--- config.mk ---
export PLATFORM = sky130hd
export DESIGN_NAME = crc16_frame_receiver
export DESIGN_NICKNAME = d
export VERILOG_FILES = /design/src/hdl/cfr_pkg.sv /design/src/hdl/cfr_payload_ram.sv /design/src/hdl/cfr_parser.sv /design/src/hdl/crc16_frame_receiver.sv
export VERILOG_INCLUDE_DIRS = /design/src /design/src/hdl
export SDC_FILE = /design/constraint.sdc
export NUM_CORES = 2
export LEC_CHECK = 0
export BUFFER_PORTS_ARGS = -buffer_cell sky130_fd_sc_hd__buf_2
export CORE_MARGIN = 2
export CORE_UTILIZATION = 45
export CTS_BUF_LIST = sky130_fd_sc_hd__clkbuf_2 sky130_fd_sc_hd__clkbuf_4 sky130_fd_sc_hd__clkbuf_8
export CTS_CLUSTER_SIZE = 20
export DETAILED_ROUTE_END_ITERATION = 7
export GPL_TIMING_DRIVEN = 0
export PLACE_DENSITY = 0.66
export SLEW_MARGIN = 10
export SYNTH_ARGS = -nofsm -noshare
export SYNTH_HDL_FRONTEND = slang
export SYNTH_SLANG_ARGS = --single-unit
--- constraint.sdc ---
create_clock -name clk -period 5.85 [get_ports clk]
set_input_delay 0.2925 -clock clk [delete_from_list [all_inputs] [get_ports clk]]
set_output_delay 0.2925 -clock clk [all_outputs]
set_load 0.005 [all_outputs]
--- src/hdl/crc16_frame_receiver_macros.svh ---
// ----------------------------------------------------------------------------
// CRC-16 frame receiver assertion macros
// Shared assertion forms for the modules of the frame receiver.
// ----------------------------------------------------------------------------
`ifndef CRC16_FRAME_RECEIVER_MACROS_SVH
`define CRC16_FRAME_RECEIVER_MACROS_SVH

// Same-cycle implication, disabled while reset is low.
`define CFR_ASSERT_IMP(label, clk_sig, rst_sig, ante, cons, msg) \
  label: assert property (@(posedge clk_sig) disable iff (!rst_sig) (ante) |-> (cons)) \
    else $error(msg);

// Next-cycle implication, disabled while reset is low.
`define CFR_ASSERT_NXT(label, clk_sig, rst_sig, ante, cons, msg) \
  label: assert property (@(posedge clk_sig) disable iff (!rst_sig) (ante) |=> (cons)) \
    else $error(msg);

`endif

--- src/hdl/cfr_pkg.sv ---
// ----------------------------------------------------------------------------
// CRC-16 frame receiver package
// Types, event codes, reset values and the CRC-16/MODBUS byte update.
// ----------------------------------------------------------------------------
package cfr_pkg;

  localparam int WRITE_PAYLOAD_BYTES_DEF = 256;
  localparam int PAYLOAD_DEPTH_DEF       = 256;

  localparam logic [7:0]  WRITE_CMD_RST  = 8'h0A;
  localparam logic [7:0]  MIN_LEN_RST    = 8'd3;
  localparam logic [7:0]  MAX_LEN_RST    = 8'd255;
  localparam logic [7:0]  HDR_BYTES      = 8'd3;
  localparam logic [15:0] CRC_INIT       = 16'hFFFF;
  localparam logic [15:0] CRC_POLY_REFL  = 16'hA001;

  localparam logic [1:0] CFG_WRITE_CMD = 2'd0;
  localparam logic [1:0] CFG_MIN_LEN   = 2'd1;
  localparam logic [1:0] CFG_MAX_LEN   = 2'd2;

  localparam logic [2:0] EV_WRITE_START = 3'd0;
  localparam logic [2:0] EV_BAD_LENGTH  = 3'd1;
  localparam logic [2:0] EV_FRAME_START = 3'd2;
  localparam logic [2:0] EV_CRC_OK      = 3'd3;
  localparam logic [2:0] EV_CRC_FAIL    = 3'd4;
  localparam logic [2:0] EV_WRITE_OK    = 3'd5;
  localparam logic [2:0] EV_WRITE_FAIL  = 3'd6;
  localparam logic [2:0] EV_READ        = 3'd7;

  typedef struct packed {
    logic [7:0] write_cmd;
    logic [7:0] min_len;
    logic [7:0] max_len;
  } cfr_cfg_t;

  typedef struct packed {
    logic       valid;
    logic [2:0] ev;
    logic [7:0] command;
    logic [8:0] length;
  } cfr_result_t;

  typedef struct packed {
    logic       en;
    logic [7:0] addr;
    logic [7:0] data;
  } cfr_wr_t;

  function automatic logic [15:0] crc_update(input logic [15:0] crc, input logic [7:0] b);
    logic [15:0] c;
    c = crc ^ {8'h00, b};
    for (int k = 0; k < 8; k++) begin
      c = c[0] ? ((c >> 1) ^ CRC_POLY_REFL) : (c >> 1);
    end
    return c;
  endfunction

endpackage

--- src/hdl/cfr_payload_ram.sv ---
// ----------------------------------------------------------------------------
// CRC-16 frame receiver payload memory
// Single write port, single read port, registered read data.
// ----------------------------------------------------------------------------
module cfr_payload_ram #(
  parameter int DEPTH = cfr_pkg::PAYLOAD_DEPTH_DEF
) (
  input  logic             clk,
  input  cfr_pkg::cfr_wr_t wr,
  input  logic             rd_en,
  input  logic [7:0]       rd_addr,
  output logic [7:0]       rd_data
);

  localparam int AW = $clog2(DEPTH);

  logic [7:0] mem [DEPTH];
  logic [7:0] rd_data_r;

  always_ff @(posedge clk) begin
    if (wr.en) begin
      mem[AW'(wr.addr)] <= wr.data;
    end
    if (rd_en) begin
      rd_data_r <= mem[AW'(rd_addr)];
    end
  end

  assign rd_data = rd_data_r;

endmodule

--- src/hdl/cfr_parser.sv ---
// ----------------------------------------------------------------------------
// CRC-16 frame receiver parser
// Frame state machine with per-byte CRC update and payload store writes.
// ----------------------------------------------------------------------------
`include "crc16_frame_receiver_macros.svh"

module cfr_parser #(
  parameter int WRITE_PAYLOAD_BYTES = cfr_pkg::WRITE_PAYLOAD_BYTES_DEF
) (
  input  logic                 clk,
  input  logic                 rst_n,
  input  cfr_pkg::cfr_cfg_t    cfg,
  input  logic                 accept,
  input  logic                 mode,
  input  logic [7:0]           rx_byte,
  output cfr_pkg::cfr_result_t res,
  output cfr_pkg::cfr_wr_t     wr
);

  localparam logic [1:0] PH_IDLE  = 2'd0;
  localparam logic [1:0] PH_FRAME = 2'd1;
  localparam logic [1:0] PH_WRITE = 2'd2;

  localparam logic [8:0] WPB_LEN = 9'(WRITE_PAYLOAD_BYTES);

  logic [1:0]  phase_r, phase_nxt;
  logic [8:0]  count_r, count_nxt;
  logic [7:0]  target_r, target_nxt;
  logic [15:0] crc_r, crc_nxt;
  logic [7:0]  low_r, low_nxt;
  logic [7:0]  cmd_r, cmd_nxt;

  logic [9:0]  pos_p2;
  logic [8:0]  pos_m1;
  logic        crc_match;
  logic [15:0] crc_upd;
  logic        bad_len;

  assign pos_p2    = {1'b0, count_r} + 10'd2;
  assign pos_m1    = count_r - 9'd1;
  assign crc_match = ({rx_byte, low_r} == crc_r);
  assign crc_upd   = cfr_pkg::crc_update(crc_r, rx_byte);
  assign bad_len   = (rx_byte < cfr_pkg::HDR_BYTES) || (rx_byte < cfg.min_len) ||
                     (rx_byte > cfg.max_len);

  always_comb begin
    phase_nxt  = phase_r;
    count_nxt  = count_r;
    target_nxt = target_r;
    crc_nxt    = crc_r;
    low_nxt    = low_r;
    cmd_nxt    = cmd_r;
    res        = '0;
    wr         = '0;
    wr.data    = rx_byte;
    if (accept) begin
      if (mode) begin
        res.valid = 1'b1;
        res.ev    = cfr_pkg::EV_READ;
      end else begin
        unique case (phase_r)
          PH_IDLE: begin
            res.valid = 1'b1;
            if (rx_byte == cfg.write_cmd) begin
              phase_nxt   = PH_WRITE;
              count_nxt   = '0;
              cmd_nxt     = rx_byte;
              crc_nxt     = cfr_pkg::crc_update(cfr_pkg::CRC_INIT, rx_byte);
              res.ev      = cfr_pkg::EV_WRITE_START;
              res.command = rx_byte;
              res.length  = WPB_LEN;
            end else if (bad_len) begin
              res.ev = cfr_pkg::EV_BAD_LENGTH;
            end else begin
              phase_nxt  = PH_FRAME;
              target_nxt = rx_byte;
              count_nxt  = '0;
              crc_nxt    = cfr_pkg::CRC_INIT;
              res.ev     = cfr_pkg::EV_FRAME_START;
              res.length = {1'b0, rx_byte - cfr_pkg::HDR_BYTES};
            end
          end
          PH_FRAME: begin
            count_nxt = count_r + 9'd1;
            if (count_r == 9'd0) begin
              cmd_nxt = rx_byte;
              crc_nxt = crc_upd;
            end else if (pos_p2 < {2'b00, target_r}) begin
              wr.en   = 1'b1;
              wr.addr = pos_m1[7:0];
              crc_nxt = crc_upd;
            end else if (pos_p2 == {2'b00, target_r}) begin
              low_nxt = rx_byte;
            end else begin
              phase_nxt   = PH_IDLE;
              count_nxt   = '0;
              res.valid   = 1'b1;
              res.ev      = crc_match ? cfr_pkg::EV_CRC_OK : cfr_pkg::EV_CRC_FAIL;
              res.command = cmd_r;
              res.length  = {1'b0, target_r - cfr_pkg::HDR_BYTES};
            end
          end
          PH_WRITE: begin
            count_nxt = count_r + 9'd1;
            if (count_r < WPB_LEN) begin
              wr.en   = 1'b1;
              wr.addr = count_r[7:0];
              crc_nxt = crc_upd;
            end else if (count_r == WPB_LEN) begin
              low_nxt = rx_byte;
            end else begin
              phase_nxt   = PH_IDLE;
              count_nxt   = '0;
              res.valid   = 1'b1;
              res.ev      = crc_match ? cfr_pkg::EV_WRITE_OK : cfr_pkg::EV_WRITE_FAIL;
              res.command = cmd_r;
              res.length  = WPB_LEN;
            end
          end
          default: begin
            phase_nxt = PH_IDLE;
            count_nxt = '0;
          end
        endcase
      end
    end
  end

  always_ff @(posedge clk) begin
    if (!rst_n) begin
      phase_r  <= PH_IDLE;
      count_r  <= '0;
      target_r <= '0;
      crc_r    <= cfr_pkg::CRC_INIT;
      low_r    <= '0;
      cmd_r    <= '0;
    end else begin
      phase_r  <= phase_nxt;
      count_r  <= count_nxt;
      target_r <= target_nxt;
      crc_r    <= crc_nxt;
      low_r    <= low_nxt;
      cmd_r    <= cmd_nxt;
    end
  end

  `CFR_ASSERT_IMP(a_idle_byte_reports, clk, rst_n, accept && !mode && phase_r == PH_IDLE, res.valid, "Idle byte gave no result")
  `CFR_ASSERT_IMP(a_store_in_frame, clk, rst_n, wr.en, phase_r == PH_FRAME || phase_r == PH_WRITE, "Payload write outside a frame")
  `CFR_ASSERT_NXT(a_end_to_idle, clk, rst_n, res.valid && res.ev != cfr_pkg::EV_READ && phase_r != PH_IDLE, phase_r == PH_IDLE && count_r == 9'd0, "Parser did not return to idle")

endmodule

--- src/hdl/crc16_frame_receiver.sv ---
// ----------------------------------------------------------------------------
// CRC-16 frame receiver
// Length-prefixed and fixed-size write frame parser with CRC-16/MODBUS check.
// ----------------------------------------------------------------------------
// One item is taken in every clock cycle while no held result is stalled.
// Its result, if any, is held in the output register from the cycle after
// the transfer, and the next item is accepted in the same cycle as that result
// is taken. Read data comes from the registered read port of the payload
// memory, which is written by the parser in the same cycle as a data byte is
// taken, so a read may follow a write directly. The memory has no clearing
// pass; an entry that was never written reads as unknown data.
`include "crc16_frame_receiver_macros.svh"

module crc16_frame_receiver #(
  parameter int WRITE_PAYLOAD_BYTES = cfr_pkg::WRITE_PAYLOAD_BYTES_DEF,
  parameter int PAYLOAD_DEPTH       = cfr_pkg::PAYLOAD_DEPTH_DEF
) (
  input  logic        clk,
  input  logic        rst_n,
  input  logic        cfg_wr_en,
  input  logic [1:0]  cfg_addr,
  input  logic [7:0]  cfg_wdata,
  input  logic        in_tvalid,
  output logic        in_tready,
  input  logic [15:0] in_tdata,   // rx_byte [7:0], read_index [15:8]
  input  logic        in_tuser,   // mode [0]
  output logic        out_tvalid,
  input  logic        out_tready,
  output logic [31:0] out_tdata,  // command [7:0], payload_length [16:8], read_data [24:17]
  output logic [2:0]  out_tuser   // event_res [2:0]
);

  cfr_pkg::cfr_cfg_t    cfg_r;
  cfr_pkg::cfr_result_t res;
  cfr_pkg::cfr_wr_t     wr;

  logic       accept;
  logic       out_valid_r, out_valid_nxt;
  logic [2:0] ev_r;
  logic [7:0] cmd_r;
  logic [8:0] len_r;
  logic [7:0] ram_rdata;
  logic [7:0] read_data;

  assign in_tready = !out_valid_r || out_tready;
  assign accept    = in_tvalid && in_tready;

  always_ff @(posedge clk) begin
    if (!rst_n) begin
      cfg_r.write_cmd <= cfr_pkg::WRITE_CMD_RST;
      cfg_r.min_len   <= cfr_pkg::MIN_LEN_RST;
      cfg_r.max_len   <= cfr_pkg::MAX_LEN_RST;
    end else if (cfg_wr_en) begin
      unique case (cfg_addr)
        cfr_pkg::CFG_WRITE_CMD: cfg_r.write_cmd <= cfg_wdata;
        cfr_pkg::CFG_MIN_LEN:   cfg_r.min_len   <= cfg_wdata;
        cfr_pkg::CFG_MAX_LEN:   cfg_r.max_len   <= cfg_wdata;
        default: ;
      endcase
    end
  end

  cfr_parser #(
    .WRITE_PAYLOAD_BYTES(WRITE_PAYLOAD_BYTES)
  ) u_parser (
    .clk     (clk),
    .rst_n   (rst_n),
    .cfg     (cfg_r),
    .accept  (accept),
    .mode    (in_tuser),
    .rx_byte (in_tdata[7:0]),
    .res     (res),
    .wr      (wr)
  );

  cfr_payload_ram #(
    .DEPTH(PAYLOAD_DEPTH)
  ) u_ram (
    .clk     (clk),
    .wr      (wr),
    .rd_en   (accept && in_tuser),
    .rd_addr (in_tdata[15:8]),
    .rd_data (ram_rdata)
  );

  always_comb begin
    out_valid_nxt = out_valid_r;
    if (accept) begin
      out_valid_nxt = res.valid;
    end else if (out_tready) begin
      out_valid_nxt = 1'b0;
    end
  end

  always_ff @(posedge clk) begin
    if (!rst_n) begin
      out_valid_r <= 1'b0;
    end else begin
      out_valid_r <= out_valid_nxt;
    end
  end

  always_ff @(posedge clk) begin
    if (accept) begin
      ev_r  <= res.ev;
      cmd_r <= res.command;
      len_r <= res.length;
    end
  end

  assign read_data  = (ev_r == cfr_pkg::EV_READ) ? ram_rdata : 8'h00;
  assign out_tvalid = out_valid_r;
  assign out_tuser  = ev_r;
  assign out_tdata  = {7'b0, read_data, len_r, cmd_r};

  `CFR_ASSERT_NXT(a_read_result, clk, rst_n, in_tvalid && in_tready && in_tuser, out_tvalid && out_tuser == cfr_pkg::EV_READ, "Read transfer gave no read result")
  `CFR_ASSERT_IMP(a_stall_blocks_input, clk, rst_n, !in_tready, out_tvalid && !out_tready, "Input held off without an output stall")

endmodule
==> results by group <==
GRT
  • Global-route usage over all layers: a little under a quarter
  • Wire length of the first global-routing pass: 322,000 µm
  • Vias in the first global route: approximately 45,000
  • Antenna violations before repair: 14
  • Final global-route overflow total: 0
  • Pin count of the biggest net entering global routing: ~140

Yosys
  • Most area-consuming cells after synthesis: sky130_fd_sc_hd__edfxtp_1 73%, sky130_fd_sc_hd__mux4_2 16%, sky130_fd_sc_hd__dfxtp_1 1.8%
  • Yosys top cell area share: between 70% and 80%
  • Synth Area per Inst: roughly 21 µm²
  • Most used DFF post-synth: sky130_fd_sc_hd__edfxtp_1
  • Number of flip-flops and latches in the synthesized netlist: about 2,200
  • EDFF count, synth: a little over 2,000
  • Cell type with the highest aggregate area in the netlist: sky130_fd_sc_hd__edfxtp_1
  • Number of distinct library cells after synthesis: between 80 and 90
  • Share of synthesized area occupied by flip-flops and latches: roughly 74%
  • Warning count from the yosys run: 0
  • Mapped Cells: 4,175
  • Area of the mapped netlist: about 86,000 µm²
  • FFs w/ async S/R, synth: 0%

Power
  • Power, Total: between 30 and 40 mW
  • Maximum resistive drop on vdd: about 0.28 mV
  • Power per unit of standard cell area: around 320 nW/µm²
  • Leakage power of the design: between 30 and 40 nW

Clocking
  • CTS clk-pin slew, worst paths: roughly 0.060 ns
  • TritonCTS clock tree: done
  • Clock tree sinks: around 2,200
  • H-tree Lvls: 5
  • Maximum buffer depth of the clock tree: 4
  • Total CTS buffers: approximately 350
  • Clock Root Buffer: sky130_fd_sc_hd__clkbuf_8
  • Latest clock arrival within the worst-skew pair: between 1 and 1.5 ns

STA
  • Worst setup slack after layout: 0.00241 ns
  • Setup Viol. Count Final: 0
  • Final Hold Viols: 0
  • Worst Clk Skew: a little over 0.07 ns
  • Share of the cycle needed by the critical path after routing: between 90% and 100%
  • Measured slew at the worst slew-check pin: roughly 1.4 ns
  • Slew margin rel.: under 10%
  • Total Neg Setup Slack: 0 ns
  • Post-layout min period: 5.85 ns
  • Unrepaired setup endpoints after global routing: true
  • Max Clock Freq: between 150 and 200 MHz
  • Final slew viol count: 0

Setup path
  • Critical path type: reg -> reg
  • Data required time at the worst endpoint: between 6 and 7 ns
  • Cell-by-cell trace of the critical path: ha_1 -> nand4_1 -> xnor2_1 -> ha_1 -> nand3_1 -> or2_1 -> o221ai_1 -> buf_2 -> or4_4 -> nor4b_4 -> nand3_2 -> buf_2 -> nor2_1
  • Buffers plus inverters on the worst setup path: 2
  • Worst path slowest cell: sky130_fd_sc_hd__nor2_1
  • Crit end category: flip-flop
  • Max incr delay on CP: around 0.81 ns
  • Crit path arrival time: between 6 and 7 ns
  • Max Fanout on Critical Path: 10
  • Cell type group with the largest total delay on the critical path: simple AND/OR/NAND/NOR gates
  • Critical path startpoint category: flip-flop

Routing
  • First DRT Iteration DRCs: roughly 5,700
  • DR vias: around 45,000
  • Mean routed wirelength per cell: slightly above 30 µm
  • Vias per std cell: 6.05
  • DRC viols: 0
  • Post-detailed-routing wire length: 227,000 µm
  • Length of the first detailed-routing pass in iterations: 7
  • Remaining number of nets flagged by the antenna check after routing: 0

Place
  • Final GP Congestion: 0.906
  • HPWL after detailed placement: 149,000 µm
  • Cell Count Post-Placement: ~6,800
  • Number of buffers added on ports: 56
  • Worst setup slack after placement: -0.251 ns

Finish
  • Filler-free cell count of the finished design: between 7,000 and 8,000
  • Layout Area Growth over Synthesis: 12.6%
  • Most used cells in the layout excluding fill and tap cells: 2,076 x sky130_fd_sc_hd__edfxtp_1, 594 x sky130_fd_sc_hd__mux4_2, 360 x sky130_fd_sc_hd__clkbuf_8
  • Commonest non-fill, non-tap cell in the layout: sky130_fd_sc_hd__edfxtp_1
  • Number of nets in the layout: about 4,700
  • Final standard cell utilization of the core: 50.9%
  • Fillcell total: between 15,000 and 20,000
  • Layout cell share with drive strength beyond 1: ~28%

Outcome
  • Result of the run: completed

Floorplan
  • Die ar.: around 190,000 µm²
  • Area of the core region: roughly 190,000 µm²
  • Site Rows: 160
  • Number of top-level pins: 69
  • Vertical die dimension: about 440 µm
  • Die Width: 441 µm
  • Initial Utilization: ~45%

Run
  • Max-cap violations: 0

Hold path
  • HP Class: in -> reg
-- where the power goes --
group	switching [mW]	internal, mW
sequential	0.0170	16.9
clock	5.82	6.46
combinational	1.13	0.655
total	6.96	24.0
-- sequential cells by signal, summed over array words and instances (netlist names) --
signal and count:
len_r 9, u_parser.count_r 9, cfg_r 24, u_parser.cmd_r 8, u_parser.target_r 8, u_ram.mem 2048, cmd_r 8, u_parser.phase_r 2
u_ram.rd_data 8, u_parser.crc_r 16, out_tuser 3, out_tvalid 1, u_parser.low_r 8
-- timing repair --
item,4_1_cts,5_1_grt
pin swaps,1,0
buffers inserted,2,0
endpoints found under the hold margin,1202,0
setup endpoints to repair,103,157
hold buffers,40,0
gates resized for setup,2,28
-- layout make-up --
class	count	area (µm²)	share of cell area, %
diodes	9	22.5	0.0233
plain buffers	262	1160	1.20
clock buffers	479	5850	6.04
clock inverters	115	519	0.537
inverters	51	191	0.198
multi-input cells	1716	20800	21.5
flip-flops and latches	2152	63900	66.0
well taps	2511	3140	3.25
repair buffers	115	1160	1.20
-- cell families (layout without fill, tap and decap cells) --
kind of cell,Yosys count,count (layout),synth area share (%)
other,1,16,0.00437
AND/OR/NAND/NOR,551,551,3.03
adder cells (fa/ha/maj),40,40,0.583
XOR/XNOR,75,75,0.797
multiplexers,686,686,16.7
flip-flops,2152,2152,74.3
AO/OA/AOI/OAI,357,357,3.03
buffers and inverters,313,1022,1.56
-- cell usage after synthesis, types with 22 or more instances --
library cell / instances
sky130_fd_sc_hd__o211ai_1: 22
sky130_fd_sc_hd__clkbuf_1: 129
sky130_fd_sc_hd__a211oi_1: 25
sky130_fd_sc_hd__edfxtp_1: 2076
sky130_fd_sc_hd__nand2_1: 75
sky130_fd_sc_hd__o21ai_0: 43
sky130_fd_sc_hd__ha_1: 40
sky130_fd_sc_hd__inv_1: 50
sky130_fd_sc_hd__xor2_1: 32
sky130_fd_sc_hd__dfxtp_1: 76
sky130_fd_sc_hd__nor2_1: 319
sky130_fd_sc_hd__a21oi_1: 61
sky130_fd_sc_hd__o22ai_1: 28
sky130_fd_sc_hd__buf_1: 30
sky130_fd_sc_hd__buf_2: 91
sky130_fd_sc_hd__nand3_1: 27
sky130_fd_sc_hd__a22oi_1: 49
sky130_fd_sc_hd__mux2i_1: 85
sky130_fd_sc_hd__xnor2_1: 41
sky130_fd_sc_hd__mux4_2: 594
-- through the flow --
step | instance area (µm²) | hold slack, ns
after floorplan | 85900 | 0.391
after global placement | 89300 | 0.460
after detailed placement | 89900 | 0.469
after CTS | 96600 | 0.0121
after global routing | 96700 | 0.0808
final | 96700 | 0.0962
-- per-layer routing --
metal  wire (µm)  up-vias  GRT usage (%)
met2      108000     2415           36.7
met4        8000        6           8.93
li1            -    18300              -
met1       89100    23600           31.8
met5          34        -              0
met3       21800      479           5.49
-- path summary, 6_finish.rpt --
kind / from / cells after the start / endpoint / slack (ns)
max: u_parser.count_r[1] / 13 / u_ram.mem[73][3] / 0.002
min reg2reg: u_parser.target_r[7] / 2 / u_parser.target_r[7] / 0.48
min: cfg_wdata[6] / 4 / cfg_r[14] / 0.1
max reg2reg: u_parser.count_r[1] / 13 / u_ram.mem[73][3] / 0.002
-- worst min-delay path: stages --
cell and delay, ns:
sky130_fd_sc_hd__dlygate4sd3_1 0.52, sky130_fd_sc_hd__buf_2 0.14, sky130_fd_sc_hd__mux2i_1 0.07, sky130_fd_sc_hd__nor2_1 0.07
No activity file was read; power rests on OpenSTA's default activity.
